`src/design/ptpd_pkg.sv`:
```
// shared types and constants for the point to polyline distance core
// command and status codes, datapath command and status records
// no dependencies
`timescale 1ns / 1ps

package ptpd_pkg;

	localparam int MAX_VERTICES_DEF = 4096;
	localparam int COORD_BITS_DEF   = 24;
	localparam int DIST_BITS        = 25;
	localparam int CMD_BITS         = 2;
	localparam int STATUS_BITS      = 3;
	localparam logic [DIST_BITS-1:0] DIST_MAX = '1;

	typedef enum logic [CMD_BITS-1:0] {
		CMD_CLEAR  = 2'd0,
		CMD_APPEND = 2'd1,
		CMD_QUERY  = 2'd2
	} cmd_t;

	typedef enum logic [STATUS_BITS-1:0] {
		ST_OK      = 3'd0,
		ST_STORED  = 3'd1,
		ST_FULL    = 3'd2,
		ST_NOGEO   = 3'd3,
		ST_CLEARED = 3'd4
	} status_t;

	// operand pairs for the shared multiplier
	typedef enum logic [3:0] {
		M_NONE, M_EXEX, M_EYEY, M_VXVX, M_VYVY, M_FXFX, M_FYFY,
		M_EXVX, M_EYVY, M_EXVY, M_EYVX, M_LOLO, M_HILO, M_HIHI
	} mul_sel_t;

	typedef enum logic [1:0] {A_HOLD, A_LOAD, A_ADD, A_SUB} acc_op_t;

	typedef enum logic [2:0] {S_NONE, S_E2, S_LEN2, S_F2, S_DOT, S_CROSS} save_t;

	typedef enum logic [1:0] {D_HOLD, D_LOAD, D_ADD_MID, D_ADD_TOP} dvd_op_t;

	typedef enum logic [1:0] {C_E2, C_F2, C_QUO} cand_t;

	typedef struct packed {
		mul_sel_t mul_sel;
		acc_op_t  acc_op;
		save_t    save;
		dvd_op_t  dvd_op;
		logic     best_clr;
		logic     load_pt;
		logic     load_cur;
		logic     shift;
		logic     div_init;
		logic     div_step;
		logic     best_upd;
		cand_t    cand;
		logic     sqrt_init;
		logic     sqrt_step;
		logic     out_load;
		status_t  out_status;
	} dp_cmd_t;

	typedef struct packed {
		logic cur_start;
		logic len_zero;
		logic dot_le0;
		logic dot_ge;
	} dp_stat_t;

endpackage

```
`src/design/ptpd_ctrl.sv`:
```
// controller: command decode, vertex count, query walk sequencer, output handshake
// depends on ptpd_pkg
`timescale 1ns / 1ps

module ptpd_ctrl #(
	parameter int MAX_VERTICES = ptpd_pkg::MAX_VERTICES_DEF,
	parameter int COORD_BITS   = ptpd_pkg::COORD_BITS_DEF
) (
	input  logic                            clk,
	input  logic                            arst_n,
	input  logic                            in_valid,
	output logic                            in_stall,
	input  logic [ptpd_pkg::CMD_BITS-1:0]   cmd,
	output logic                            out_valid,
	input  logic                            out_stall,
	output ptpd_pkg::dp_cmd_t               dcmd,
	input  ptpd_pkg::dp_stat_t              dstat,
	output logic                            ram_we,
	output logic [$clog2(MAX_VERTICES)-1:0] ram_waddr,
	output logic                            ram_re,
	output logic [$clog2(MAX_VERTICES)-1:0] ram_raddr
);

	localparam int D  = COORD_BITS + 1;
	localparam int QW = 2 * D;
	localparam int AW = $clog2(MAX_VERTICES);
	localparam int CW = $clog2(MAX_VERTICES + 1);
	localparam int SW = $clog2(QW);
	localparam logic [SW-1:0] MAC_LAST  = SW'(11);
	localparam logic [SW-1:0] SQ_LAST   = SW'(3);
	localparam logic [SW-1:0] DIV_LAST  = SW'(QW - 1);
	localparam logic [SW-1:0] ROOT_LAST = SW'(D - 1);

	typedef enum logic [3:0] {
		IDLE, Q_WAIT, Q_EVAL, MAC, DECIDE, SQ, DIV_INIT, DIV, UPD, SHIFT,
		ROOT_INIT, ROOT, DONE
	} state_t;

	state_t            state_q;
	logic [CW-1:0]     count_q, idx_q, nidx;
	logic [SW-1:0]     cnt_q;
	logic              single_q, end_q, pbegin_q, begin_q, out_valid_q;
	ptpd_pkg::cand_t   cand_q;
	ptpd_pkg::status_t ost_q;
	logic              accept, full, can_load, b;

	assign accept   = in_valid && (state_q == IDLE);
	assign in_stall = (state_q != IDLE);
	assign full     = (count_q >= CW'(MAX_VERTICES));
	assign nidx     = idx_q + 1'b1;
	assign can_load = !out_valid_q || !out_stall;
	assign b        = (idx_q == '0) || dstat.cur_start;
	assign out_valid = out_valid_q;

	// memory access
	assign ram_we    = accept && (cmd == ptpd_pkg::CMD_APPEND) && !full;
	assign ram_waddr = count_q[AW-1:0];
	assign ram_re    = (accept && (cmd == ptpd_pkg::CMD_QUERY) && (count_q != '0))
		|| ((state_q == SHIFT) && (nidx < count_q));
	assign ram_raddr = (state_q == IDLE) ? '0 : nidx[AW-1:0];

	// datapath commands
	always_comb begin
		dcmd            = '0;
		dcmd.mul_sel    = ptpd_pkg::M_NONE;
		dcmd.acc_op     = ptpd_pkg::A_HOLD;
		dcmd.save       = ptpd_pkg::S_NONE;
		dcmd.dvd_op     = ptpd_pkg::D_HOLD;
		dcmd.cand       = cand_q;
		dcmd.out_status = ost_q;
		dcmd.load_pt    = accept;
		dcmd.best_clr   = accept && (cmd == ptpd_pkg::CMD_QUERY);
		dcmd.load_cur   = (state_q == Q_WAIT);
		dcmd.shift      = (state_q == SHIFT);
		dcmd.div_init   = (state_q == DIV_INIT);
		dcmd.div_step   = (state_q == DIV);
		dcmd.best_upd   = (state_q == UPD);
		dcmd.sqrt_init  = (state_q == ROOT_INIT);
		dcmd.sqrt_step  = (state_q == ROOT);
		dcmd.out_load   = (state_q == DONE) && can_load;
		if (state_q == MAC) begin
			case (cnt_q)
				SW'(0):  dcmd.mul_sel = ptpd_pkg::M_EXEX;
				SW'(1):  begin dcmd.mul_sel = ptpd_pkg::M_EYEY; dcmd.acc_op = ptpd_pkg::A_LOAD; end
				SW'(2):  begin dcmd.mul_sel = ptpd_pkg::M_VXVX; dcmd.acc_op = ptpd_pkg::A_ADD; end
				SW'(3):  begin
					dcmd.mul_sel = ptpd_pkg::M_VYVY; dcmd.acc_op = ptpd_pkg::A_LOAD;
					dcmd.save = ptpd_pkg::S_E2;
				end
				SW'(4):  begin dcmd.mul_sel = ptpd_pkg::M_FXFX; dcmd.acc_op = ptpd_pkg::A_ADD; end
				SW'(5):  begin
					dcmd.mul_sel = ptpd_pkg::M_FYFY; dcmd.acc_op = ptpd_pkg::A_LOAD;
					dcmd.save = ptpd_pkg::S_LEN2;
				end
				SW'(6):  begin dcmd.mul_sel = ptpd_pkg::M_EXVX; dcmd.acc_op = ptpd_pkg::A_ADD; end
				SW'(7):  begin
					dcmd.mul_sel = ptpd_pkg::M_EYVY; dcmd.acc_op = ptpd_pkg::A_LOAD;
					dcmd.save = ptpd_pkg::S_F2;
				end
				SW'(8):  begin dcmd.mul_sel = ptpd_pkg::M_EXVY; dcmd.acc_op = ptpd_pkg::A_ADD; end
				SW'(9):  begin
					dcmd.mul_sel = ptpd_pkg::M_EYVX; dcmd.acc_op = ptpd_pkg::A_LOAD;
					dcmd.save = ptpd_pkg::S_DOT;
				end
				SW'(10): dcmd.acc_op = ptpd_pkg::A_SUB;
				default: dcmd.save = ptpd_pkg::S_CROSS;
			endcase
		end
		if (state_q == SQ) begin
			case (cnt_q)
				SW'(0): dcmd.mul_sel = ptpd_pkg::M_LOLO;
				SW'(1): begin dcmd.mul_sel = ptpd_pkg::M_HILO; dcmd.dvd_op = ptpd_pkg::D_LOAD; end
				SW'(2): begin dcmd.mul_sel = ptpd_pkg::M_HIHI; dcmd.dvd_op = ptpd_pkg::D_ADD_MID; end
				default: dcmd.dvd_op = ptpd_pkg::D_ADD_TOP;
			endcase
		end
	end

	// state machine
	always_ff @(posedge clk or negedge arst_n) begin
		if (!arst_n) begin
			state_q     <= IDLE;
			count_q     <= '0;
			idx_q       <= '0;
			cnt_q       <= '0;
			single_q    <= 1'b0;
			end_q       <= 1'b0;
			pbegin_q    <= 1'b0;
			begin_q     <= 1'b0;
			cand_q      <= ptpd_pkg::C_E2;
			ost_q       <= ptpd_pkg::ST_OK;
			out_valid_q <= 1'b0;
		end else begin
			// output valid: set on a result load, cleared once taken
			if ((state_q == DONE) && can_load) begin
				out_valid_q <= 1'b1;
			end else if (!out_stall) begin
				out_valid_q <= 1'b0;
			end
			case (state_q)
				IDLE: begin
					if (in_valid) begin
						case (cmd)
							ptpd_pkg::CMD_CLEAR: begin
								count_q <= '0;
								ost_q   <= ptpd_pkg::ST_CLEARED;
								state_q <= DONE;
							end
							ptpd_pkg::CMD_APPEND: begin
								if (full) begin
									ost_q <= ptpd_pkg::ST_FULL;
								end else begin
									count_q <= count_q + 1'b1;
									ost_q   <= ptpd_pkg::ST_STORED;
								end
								state_q <= DONE;
							end
							ptpd_pkg::CMD_QUERY: begin
								if (count_q == '0) begin
									ost_q   <= ptpd_pkg::ST_NOGEO;
									state_q <= DONE;
								end else begin
									idx_q    <= '0;
									pbegin_q <= 1'b0;
									state_q  <= Q_WAIT;
								end
							end
							default: state_q <= IDLE;
						endcase
					end
				end
				Q_WAIT: state_q <= Q_EVAL;
				Q_EVAL: begin
					begin_q <= b;
					cnt_q   <= '0;
					end_q   <= 1'b0;
					if (!b) begin
						single_q <= 1'b0;
						state_q  <= MAC;
					end else if ((idx_q != '0) && pbegin_q) begin
						single_q <= 1'b1;
						state_q  <= MAC;
					end else begin
						state_q <= SHIFT;
					end
				end
				MAC: begin
					if (cnt_q == MAC_LAST) begin
						cnt_q   <= '0;
						state_q <= DECIDE;
					end else begin
						cnt_q <= cnt_q + 1'b1;
					end
				end
				DECIDE: begin
					cnt_q <= '0;
					if (single_q || dstat.len_zero || dstat.dot_le0) begin
						cand_q  <= ptpd_pkg::C_E2;
						state_q <= UPD;
					end else if (dstat.dot_ge) begin
						cand_q  <= ptpd_pkg::C_F2;
						state_q <= UPD;
					end else begin
						state_q <= SQ;
					end
				end
				SQ: begin
					if (cnt_q == SQ_LAST) begin
						state_q <= DIV_INIT;
					end else begin
						cnt_q <= cnt_q + 1'b1;
					end
				end
				DIV_INIT: begin
					cnt_q   <= '0;
					cand_q  <= ptpd_pkg::C_QUO;
					state_q <= DIV;
				end
				DIV: begin
					if (cnt_q == DIV_LAST) begin
						state_q <= UPD;
					end else begin
						cnt_q <= cnt_q + 1'b1;
					end
				end
				UPD: state_q <= end_q ? ROOT_INIT : SHIFT;
				SHIFT: begin
					pbegin_q <= begin_q;
					if (nidx < count_q) begin
						idx_q   <= nidx;
						state_q <= Q_WAIT;
					end else if (begin_q) begin
						single_q <= 1'b1;
						end_q    <= 1'b1;
						cnt_q    <= '0;
						state_q  <= MAC;
					end else begin
						state_q <= ROOT_INIT;
					end
				end
				ROOT_INIT: begin
					cnt_q   <= '0;
					state_q <= ROOT;
				end
				ROOT: begin
					if (cnt_q == ROOT_LAST) begin
						ost_q   <= ptpd_pkg::ST_OK;
						state_q <= DONE;
					end else begin
						cnt_q <= cnt_q + 1'b1;
					end
				end
				DONE: begin
					if (can_load) begin
						state_q <= IDLE;
					end
				end
				default: state_q <= IDLE;
			endcase
		end
	end

`ifndef SYNTHESIS
	a_count_range: assert property (@(posedge clk) disable iff (!arst_n)
		count_q <= CW'(MAX_VERTICES))
		else $error("vertex count beyond table size");

	a_walk_index: assert property (@(posedge clk) disable iff (!arst_n)
		(state_q == Q_WAIT || state_q == Q_EVAL) |-> idx_q < count_q)
		else $error("walk index beyond stored vertices");

	a_no_write_full: assert property (@(posedge clk) disable iff (!arst_n)
		ram_we |-> count_q < CW'(MAX_VERTICES))
		else $error("vertex write into a full table");

	a_clear_count: assert property (@(posedge clk) disable iff (!arst_n)
		(accept && cmd == ptpd_pkg::CMD_CLEAR) |=> count_q == '0)
		else $error("clear request left vertices");
`endif

endmodule

```
`config.mk`:
```
export PLATFORM = sky130hd
export DESIGN_NAME = ptpd_ctrl
export DESIGN_NICKNAME = d
export VERILOG_FILES = /design/src/design/ptpd_pkg.sv /design/src/design/ptpd_ctrl.sv
export SDC_FILE = /design/constraint.sdc
export NUM_CORES = 1
export LEC_CHECK = 0
export BUFFER_PORTS_ARGS = -buffer_cell sky130_fd_sc_hd__buf_2
export CAP_MARGIN = 5
export CORE_UTILIZATION = 52
export CTS_CLUSTER_SIZE = 40
export DETAILED_ROUTE_END_ITERATION = 6
export PLACE_DENSITY = 0.76
export SLEW_MARGIN = 10
export SYNTH_ARGS = -nofsm -noshare
export SYNTH_HDL_FRONTEND = slang
export SYNTH_SLANG_ARGS = --single-unit
export TNS_END_PERCENT = 50
```
`constraint.sdc`:
```
create_clock -name clk -period 2.74 [get_ports clk]
set_input_delay 0.137 -clock clk [delete_from_list [all_inputs] [get_ports clk]]
set_output_delay 0.137 -clock clk [all_outputs]
set_load 0.01 [all_outputs]
```
==> results of run 1 <==
==> power groups by stage <==
stage	sequential, mW	clock (mW)	combinational (mW)
global route	1.33	0.469	3.26
global placement	1.28	0	2.71
finish	1.29	0.434	2.96
floorplan	1.17	0	1.97
detailed placement	1.29	0	2.77
CTS	1.28	0.444	2.90
==> final cells by class <==
type / instances / area [µm²] / share of cell area
clock buffer: 5 / 68.8 / 0.0154
clock inverter: 3 / 21.3 / 0.00477
inverter: 43 / 164 / 0.0367
multi-input combinational: 334 / 2300 / 0.516
sequential: 46 / 1150 / 0.258
tap: 96 / 120 / 0.0269
timing repair buffer: 104 / 633 / 0.142
==> logic make-up (layout without fill, tap and decap cells) <==
kind of cell	Yosys count	after routing	synth area share
multiplexers	6	6	0.0176
flip-flops	46	46	0.311
XOR/XNOR	15	15	0.0355
AND/OR/NAND/NOR	180	180	0.260
AO/OA/AOI/OAI	109	109	0.203
buffers and inverters	74	155	0.0916
adder cells (fa/ha/maj)	24	24	0.0811
==> metal layers <==
layer	GRT usage	vias up	part of all wire
li1	-	1739	-
met1	0.337	1671	0.44
met2	0.452	116	0.49
met3	0.0333	16	0.055
met4	0.0970	0	0.019
met5	0	-	0
==> flip-flops by register name (all words and copies together) (netlist names) <==
name / flops
ost_q: 3
cnt_q: 6
cand_q: 2
state_q: 4
begin_q: 1
single_q: 1
count_q: 13
end_q: 1
idx_q: 13
out_valid: 1
pbegin_q: 1
==> worst register-to-register path: cells and delay by family (launching register included) <==
kind	cells	cell delay [ns]
simple gates	5	0.88
xor+xnor	1	0.21
buf+inv	2	0.26
flops	1	0.37
compound gates	5	0.81
fa+ha+maj	1	0.16
==> worst min path at each step <==
stage	endpoint	depth (start not counted)	slack (ns)
after global placement	count_q[7]	1	0.36
after detailed placement	count_q[7]	1	0.38
after CTS	count_q[7]	1	0.04
after floorplan	begin_q	0	-0.16
after global routing	count_q[7]	1	0.09
final	count_q[7]	1	-0.01
==> cell usage in the layout, fill, tap and decap left out, types with 15 or more instances in the layout <==
cell      synthesis  final
buf_4            14     40
nand2_1          36     35
inv_1            42     41
buf_2             7     62
a21oi_1          32     30
ha_1             24     21
nand2b_1         16     15
dfrtp_1          46     46
nor2_1           49     49
o21ai_0          23     21
==> synthesized netlist by cell type, drive strengths merged, types with 6 or more instances <==
cell	count	area, µm²
or3	6	37.5
ha	24	300
nor3	17	100
o22ai	6	37.5
a21oi	32	160
o2bb2ai	7	61.3
nand4	6	52.6
nor2	49	184
inv	43	161
buf	22	144
dfrtp	46	1150
xnor2	10	87.6
nor4	9	71.3
o21ai	23	115
nand3	13	70.1
clkbuf	9	33.8
nand2b	16	100
nand2	36	135
==> through the flow <==
step,total power [mW],hold slack [ns]
after floorplan,3.14,-0.159
after global placement,3.99,0.362
after detailed placement,4.05,0.382
after CTS,4.63,0.0352
after global routing,5.06,0.0856
final,4.68,-0.0149
==> timing repair <==
action / 4_1_cts / 5_1_grt
setup endpoints to repair: 12 / 23
pin swaps: 9 / 1
buffers inserted: 10 / 0
resized for setup: 16 / 6
hold buffers: 0 / 0
==> flow_summary.yaml, run 1 <==
placement:
  port_buffers: 63
  dp_slack_ns: -0.0684
  routabilityCongestion: 0.966
  place_hpwl_um: 7020
  placed_area_mm2: 0.00420
  dp_cells: 613
critical_path:
  path_buf_inv: 3
  r2r-end: "idx_q[12]"
  r2r_setup_slack_ns: -0.05
  worstSetupStartpointType: "register"
  cpLargestDelayFamily: "simple AND/OR/NAND/NOR gates"
  crit_chain: "and3_4 -> and3_4 -> and2_4 -> nand4_1 -> xnor2_2 -> inv_1 -> ha_4 -> a21oi_2 -> o21ai_1 -> o21bai_1 -> a211o_1 -> and2_4 -> inv_4 -> buf_6"
  cp-startpoint: "idx_q[2]"
  crit_cells: 14
  reg2reg_depth: 14
  cp_max_fo: 3
  cp.required_ns: 2.60
  crit_end: "ram_re"
  critPathMaxStageDelay_ns: 0.37
  path_class: "register to primary output"
  cp_data_arrival_time_ns: 2.78
  r2r-start: "idx_q[2]"
  slowest_stage: "dfrtp_1"
  end_kind: "primary output"
grt:
  grt_pass1_wl_um: 15400
  grt_max_degree: 47
  antenna_found_initial: 0
  grtUsageTotal: 0.262
  first_global_vias: 3228
  grt_overflow: 0
sta:
  fin_ws_ns: -0.174
  tightest_slew_ns: 1.02
  max_freq_mhz: 343
  finalSetupViolCount: 5
  period_needed_ns: 2.91
  holdWs_ns: -0.0149
  period_share: 1.06
  drv_slew: 0
  hold_viol: 11
  relSlewSlack: 0.319
  fin_skew_ns: 0.0132
  fin_tns_setup_ns: -0.327
  rsz0062_at_grt: "yes"
cts:
  clkSinkCount: 46
  clkTransAtPathRegs_ns: 0.10
  htreeDepth: 2
  cts_made_buffers: 5
  insertion_delay_ns: 0.31
  cts_buffer_depth: 2
  root_buffer: "clkbuf_8"
  cts_tree: "yes"
die:
  fp.dieH_um: 86.4
  io_pins: 64
  num_rows: 30
  die_w_um: 86.4
  start_util: 0.542
  core_area_mm2: 0.00683
  die_area_mm2: 0.00746
yosys:
  syn_avg_cell_area_um2: 8.15
  synthCells: 454
  yosys_warnings: 0
  synth_ff_type: "dfrtp_1"
  synth_edf_count: 0
  synth-seq-cells: 46
  ys_seq_area_frac: 0.311
  synthDistinctLibCells: 64
  async_flop_share: 1.00
  synth_nets: 488
  syn_area_mm2: 0.00370
pwr:
  p_leak_nw: 2.17
  p_clk_frac: 0.093
  pwr-share-comb: 0.631
  p_sw_frac: 0.478
  seq_power_share: 0.276
  p_int_mw: 2.45
  power.density_mw_per_mm2: 1050
  peakVddDrop_uv: 497
  switchingPower_mw: 2.24
cells_and_area:
  antenna_cells: 0
  fin_cells: 631
  fin_util: 0.653
  layout-area-overhead-vs-synth_pct: 20.6
  fillers: 600
  fin_nets: 568
  final_area_mm2: 0.00446
  drive_above_1_share: 0.275
detailed_routing:
  viasPerCell: 5.61
  firstDrtPassIters: 4
  drt_iter0_markers: 169
  antenna_left: 0
  drt-total-wl_um: 9390
  vias: 3542
  wl_per_cell_um: 14.9
  drc_errors: 0
worst_hold_path:
  hp-class: "input pin to asynchronous set/reset pin"
run:
  maxCapViolations: 0
run_status:
  violations: "negative hold slack, negative setup slack"
  status: "finished, violations left"
No activity file was read; power rests on OpenSTA's default activity.
==> run 2, diff against run 1 <==
--- a/config.mk
+++ b/config.mk
@@ -7,10 +7,10 @@
 export LEC_CHECK = 0
 export BUFFER_PORTS_ARGS = -buffer_cell sky130_fd_sc_hd__buf_2
 export CAP_MARGIN = 5
-export CORE_UTILIZATION = 52
+export CORE_UTILIZATION = 35
 export CTS_CLUSTER_SIZE = 40
 export DETAILED_ROUTE_END_ITERATION = 6
-export PLACE_DENSITY = 0.76
+export PLACE_DENSITY = 0.54
 export SLEW_MARGIN = 10
 export SYNTH_ARGS = -nofsm -noshare
 export SYNTH_HDL_FRONTEND = slang
==> run 2 against run 1 <==
Net effect:
- the run ends with negative setup slack left
- utilization decreased by 20 points
- wire length increased by 12%
- cell count increased by 7.1%
- via count decreased by 0.68%
- sequential power about the same
- largest cell class unchanged
- combinational power increased by 6%
- register-to-register slack got worse by 0.05 ns
- clock power increased by 30%
- hold slack improved by 0.082 ns
==> flow_summary.yaml, run 2 (same netlist as run 1, synthesis figures left out) <==
run_status:
  status: "finished, violations left"
  violations: "negative setup slack"
critical_path:
  r2r-end: "idx_q[6]"
  cp-startpoint: "idx_q[1]"
  end_kind: "primary output"
  r2r-start: "idx_q[1]"
  cp_max_fo: 4
  worstSetupStartpointType: "register"
  r2r_setup_slack_ns: -0.10
  cp.required_ns: 2.60
  cp_data_arrival_time_ns: 2.73
  reg2reg_depth: 15
  path_class: "register to primary output"
grt:
  grt_pass1_wl_um: 16700
  grt_overflow: 0
  first_global_vias: 3306
  antenna_found_initial: 0
  grtUsageTotal: 0.189
  grt_max_degree: 47
pwr:
  p_leak_nw: 2.22
  totalPowerFinal_mw: 5.01
  peakVddDrop_uv: 415
  power.density_mw_per_mm2: 1070
worst_hold_path:
  hp-class: "input pin to register"
  whs_endpoint: "out_valid"
  hold_depth: 3
  hold_start: "out_stall"
cts:
  cts_made_buffers: 5
  root_buffer: "clkbuf_8"
  cts_buffer_depth: 2
  clkSinkCount: 46
  clkTransAtPathRegs_ns: 0.10
  htreeDepth: 2
  insertion_delay_ns: 0.31
  cts_tree: "yes"
cells_and_area:
  fin_nets: 573
  fin_util: 0.454
  final_common_cell: "buf_2"
  layout-area-overhead-vs-synth_pct: 26.0
  final_cell_mix: "buf_2 (62), nor2_1 (49), dfrtp_1 (45)"
  antenna_cells: 0
  top_regs: "count_q: 13 flops, idx_q: 13 flops, cnt_q: 6 flops"
  drive_above_1_share: 0.287
sta:
  fin_tns_setup_ns: -0.865
  rsz0062_at_grt: "yes"
  relSlewSlack: 0.672
  fin_skew_ns: 0.0114
  period_needed_ns: 2.87
  finalSetupViolCount: 15
  holdWs_ns: 0.0672
  fin_ws_ns: -0.129
  tightest_slew_ns: 0.491
  drv_slew: 0
  hold_viol: 0
  max_freq_mhz: 349
  period_share: 1.05
die:
  die_w_um: 105
  die_area_mm2: 0.0110
  io_pins: 64
  fp.dieH_um: 105
  num_rows: 37
  start_util: 0.360
  core_area_mm2: 0.0103
detailed_routing:
  wl_per_cell_um: 15.5
  antenna_left: 0
  drt-total-wl_um: 10500
  drc_errors: 0
  drt_iter0_markers: 131
  viasPerCell: 5.20
  vias: 3518
  firstDrtPassIters: 4
placement:
  port_buffers: 63
  place_hpwl_um: 7550
  routabilityCongestion: 0.872
run:
  maxCapViolations: 0
-- run 2: cell types whose count changed in the layout (fill, tap and decap cells not counted), moves of 2 or more --
cell | before | now
ha_1 | 21 | 23
o2bb2ai_4 | 0 | 3
ha_2 | 2 | 0
buf_4 | 40 | 42
o2bb2ai_1 | 7 | 2
o2bb2ai_2 | 0 | 2
-- run 2: routing by layer --
layer | GRT usage | share of wire | up-vias
met3 | 0.0287 | 0.042 | 8
met2 | 0.318 | 0.47 | 86
li1 | - | - | 1759
met4 | 0.0423 | 0.010 | 0
met1 | 0.254 | 0.48 | 1665
met5 | 0 | 0 | -
-- run 2: final cells by class --
cell class / count / area (µm²)
Clock buffer: 5 / 68.8
Clock inverter: 3 / 48.8
Fill cell: 1047 / 5610
Inverter: 43 / 164
Multi-Input combinational cell: 334 / 2370
Sequential cell: 46 / 1150
Tap cell: 136 / 170
Timing Repair Buffer: 109 / 689
-- run 2: report_power, final --
group          internal [mW]  switching [mW]
Combinational           1.44            1.71
Clock                  0.279           0.285
Sequential             0.925           0.376
-- run 2: through the flow --
| step | instance area, µm² | setup slack (ns) | std cells |
|---|---|---|---|
| final | 4660 | -0.129 | 676 |
| after floorplan | 3720 | -0.0204 | 454 |
| after detailed placement | 4270 | -0.133 | 656 |
| after global placement | 4270 | -0.0229 | 656 |
| after CTS | 4500 | -0.123 | 673 |
| after global routing | 4660 | -0.251 | 676 |
-- run 2: how the worst max path moves through the flow --
stage | end | cells after the start
after detailed placement | ram_re | 13
after global placement | ram_re | 13
after floorplan | idx_q[12] | 14
final | ram_re | 13
after global routing | ram_re | 14
after CTS | ram_re | 14
-- run 2: worst max-delay path, stage by stage, from the launching register on --
cell and delay, ns:
dfrtp_1 0.42, ha_4 0.17, nand3_4 0.09, buf_4 0.15, or2_2 0.30, nand2_1 0.11, ha_1 0.26, a21oi_2 0.14
o21a_1 0.13, o21bai_1 0.09, a211o_1 0.26, and2_4 0.17, inv_4 0.05, buf_6 0.09
-- run 2: what timing repair did --
action,CTS,global route
buffers inserted,9,1
hold endpoints to repair,0,13
setup endpoints to repair,21,26
pin swaps,11,3
hold buffers,0,1
resized for setup,11,20
==> run 3, diff against run 2 <==
--- a/config.mk
+++ b/config.mk
@@ -10,6 +10,7 @@
 export CORE_UTILIZATION = 35
 export CTS_CLUSTER_SIZE = 40
 export DETAILED_ROUTE_END_ITERATION = 6
+export HOLD_SLACK_MARGIN = 0.1
 export PLACE_DENSITY = 0.54
 export SLEW_MARGIN = 10
 export SYNTH_ARGS = -nofsm -noshare
==> run 3 against run 2 <==
Net effect:
- the flow still finishes with violations (negative setup slack)
- die area stayed put
- sequential share of layout area is 0.21 points lower
- utilization is 0.39 points higher
- wire length is 0.64% higher
- critical path type unchanged
==> flow_summary.yaml, run 3 (same netlist as run 1, synthesis figures left out) <==
cts:
  cts_tree: "yes"
  insertion_delay_ns: 0.31
  htreeDepth: 2
  clkTransAtPathRegs_ns: 0.10
  cts_buffer_depth: 2
  clkSinkCount: 46
  root_buffer: "clkbuf_8"
  cts_made_buffers: 5
critical_path:
  cp_data_arrival_time_ns: 2.73
  slowest_stage: "dfrtp_1"
  worstSetupStartpointType: "register"
  cp_max_fo: 4
  cpLargestDelayFamily: "simple AND/OR/NAND/NOR gates"
  path_class: "register to primary output"
  cp.required_ns: 2.60
  path_buf_inv: 3
  crit_chain: "ha_4 -> nand3_4 -> buf_4 -> or2_2 -> nand2_1 -> ha_1 -> a21oi_2 -> o21a_1 -> o21bai_1 -> a211o_1 -> and2_4 -> inv_4 -> buf_6"
  end_kind: "primary output"
  critPathMaxStageDelay_ns: 0.42
detailed_routing:
  drc_errors: 0
  drt_iter0_markers: 130
  wl_per_cell_um: 15.5
  drt-total-wl_um: 10500
  antenna_left: 0
  firstDrtPassIters: 4
  viasPerCell: 5.18
  vias: 3522
pwr:
  power.density_mw_per_mm2: 1070
  switchingPower_mw: 2.38
  seq_power_share: 0.259
  pwr-share-comb: 0.629
  peakVddDrop_uv: 418
  p_leak_nw: 2.24
  p_clk_frac: 0.112
  p_sw_frac: 0.473
  p_int_mw: 2.65
grt:
  grtUsageTotal: 0.190
  antenna_found_initial: 0
  grt_max_degree: 47
  grt_pass1_wl_um: 16800
  grt_overflow: 0
  first_global_vias: 3338
cells_and_area:
  final_cell_mix: "buf_2 (62), nor2_1 (49), dfrtp_1 (45)"
  final_common_cell: "buf_2"
  fin_cells: 680
  top_regs: "count_q: 13 flops, idx_q: 13 flops, cnt_q: 6 flops"
  antenna_cells: 0
  layout-area-overhead-vs-synth_pct: 27.1
  fillers: 1042
  final_area_mm2: 0.00470
  register_area_mm2: 0.00115
  fin_nets: 577
  drive_above_1_share: 0.285
  multi_input_area_mm2: 0.00237
sta:
  fin_tns_setup_ns: -0.897
  period_share: 1.05
  fin_ws_ns: -0.132
  tightest_slew_ns: 0.492
  hold_viol: 0
  period_needed_ns: 2.87
  rsz0062_at_grt: "yes"
  relSlewSlack: 0.672
  finalSetupViolCount: 15
  max_freq_mhz: 348
  fin_skew_ns: 0.0110
  drv_slew: 0
run:
  maxCapViolations: 0
die:
  io_pins: 64
  die_w_um: 105
  num_rows: 37
  core_area_mm2: 0.0103
  start_util: 0.360
  die_area_mm2: 0.0110
  fp.dieH_um: 105
placement:
  place_hpwl_um: 7550
  dp_cells: 656
  routabilityCongestion: 0.872
  port_buffers: 63
  placed_area_mm2: 0.00427
worst_hold_path:
  hp-class: "input pin to register"
run_status:
  status: "finished, violations left"
  violations: "negative setup slack"
-- run 3: cell types whose count changed in the layout (fill, tap and decap cells not counted) --
cell | previous run | this run
dlygate4sd3_1 | 1 | 5
-- run 3: timing repair --
action | in CTS | in global routing
pin swaps | 11 | 3
endpoints found under the hold margin | 48 | 0
hold buffers | 5 | 0
buffers inserted | 9 | 1
gates resized for setup | 11 | 20
cloned | 0 | 0
setup endpoints to repair | 21 | 27
-- run 3: worst min-delay path, delay by kind of cell --
family / cells / cell delay [ns]
and+or+nand+nor: 2 / 0.15
buffers and inverters: 1 / 0.10
-- run 3: metal layers --
metal  up-vias  routed length (µm)  GRT usage  share of wire
li1       1768                   -          -              -
met1      1671                5130      0.255           0.49
met2        75                4920      0.321           0.47
met3         8                 387     0.0287          0.037
met4         0                 107     0.0423          0.010
met5         -                   0          0              0
-- run 3: metrics by stage --
step | setup slack [ns] | hold slack [ns] | total power, mW | utilization
floorplan | -0.0204 | -0.159 | 3.14 | -
CTS | -0.123 | 0.128 | 4.84 | 0.443
detailed placement | -0.133 | 0.381 | 4.13 | 0.416
global placement | -0.0229 | 0.373 | 4.10 | 0.416
finish | -0.132 | 0.121 | 5.03 | 0.458
global route | -0.251 | 0.144 | 5.41 | 0.458
-- run 3: final timing paths --
kind | start | endpoint | cells past startpoint | slack (ns)
setup / recovery | idx_q[1] | ram_re | 13 | -0.13
hold / removal | dstat[3] | begin_q | 3 | 0.12
setup reg to reg | idx_q[1] | idx_q[6] | 15 | -0.10
hold reg to reg | ost_q[0] | ost_q[0] | 1 | 0.49
max in group asynchronous | arst_n | cnt_q[1] | 3 | 1.98
min in group asynchronous | arst_n | count_q[7] | 2 | 0.25
-- run 3: power by group through the flow --
stage / logic, mW / clock network (mW) / registers [mW]
3_5_place_dp: 2.84 / 0 / 1.29
2_1_floorplan: 1.97 / 0 / 1.17
6_report: 3.17 / 0.565 / 1.30
5_1_grt: 3.47 / 0.597 / 1.34
3_3_place_gp: 2.81 / 0 / 1.29
4_1_cts: 2.97 / 0.578 / 1.29
-- run 3: final cells by class --
class	instances	area share
Clock inverter	3	0.0104
Inverter	43	0.0348
Clock buffer	5	0.0146
Multi-Input combinational cell	334	0.504
Sequential cell	46	0.245
Timing Repair Buffer	113	0.155
Tap cell	136	0.0362
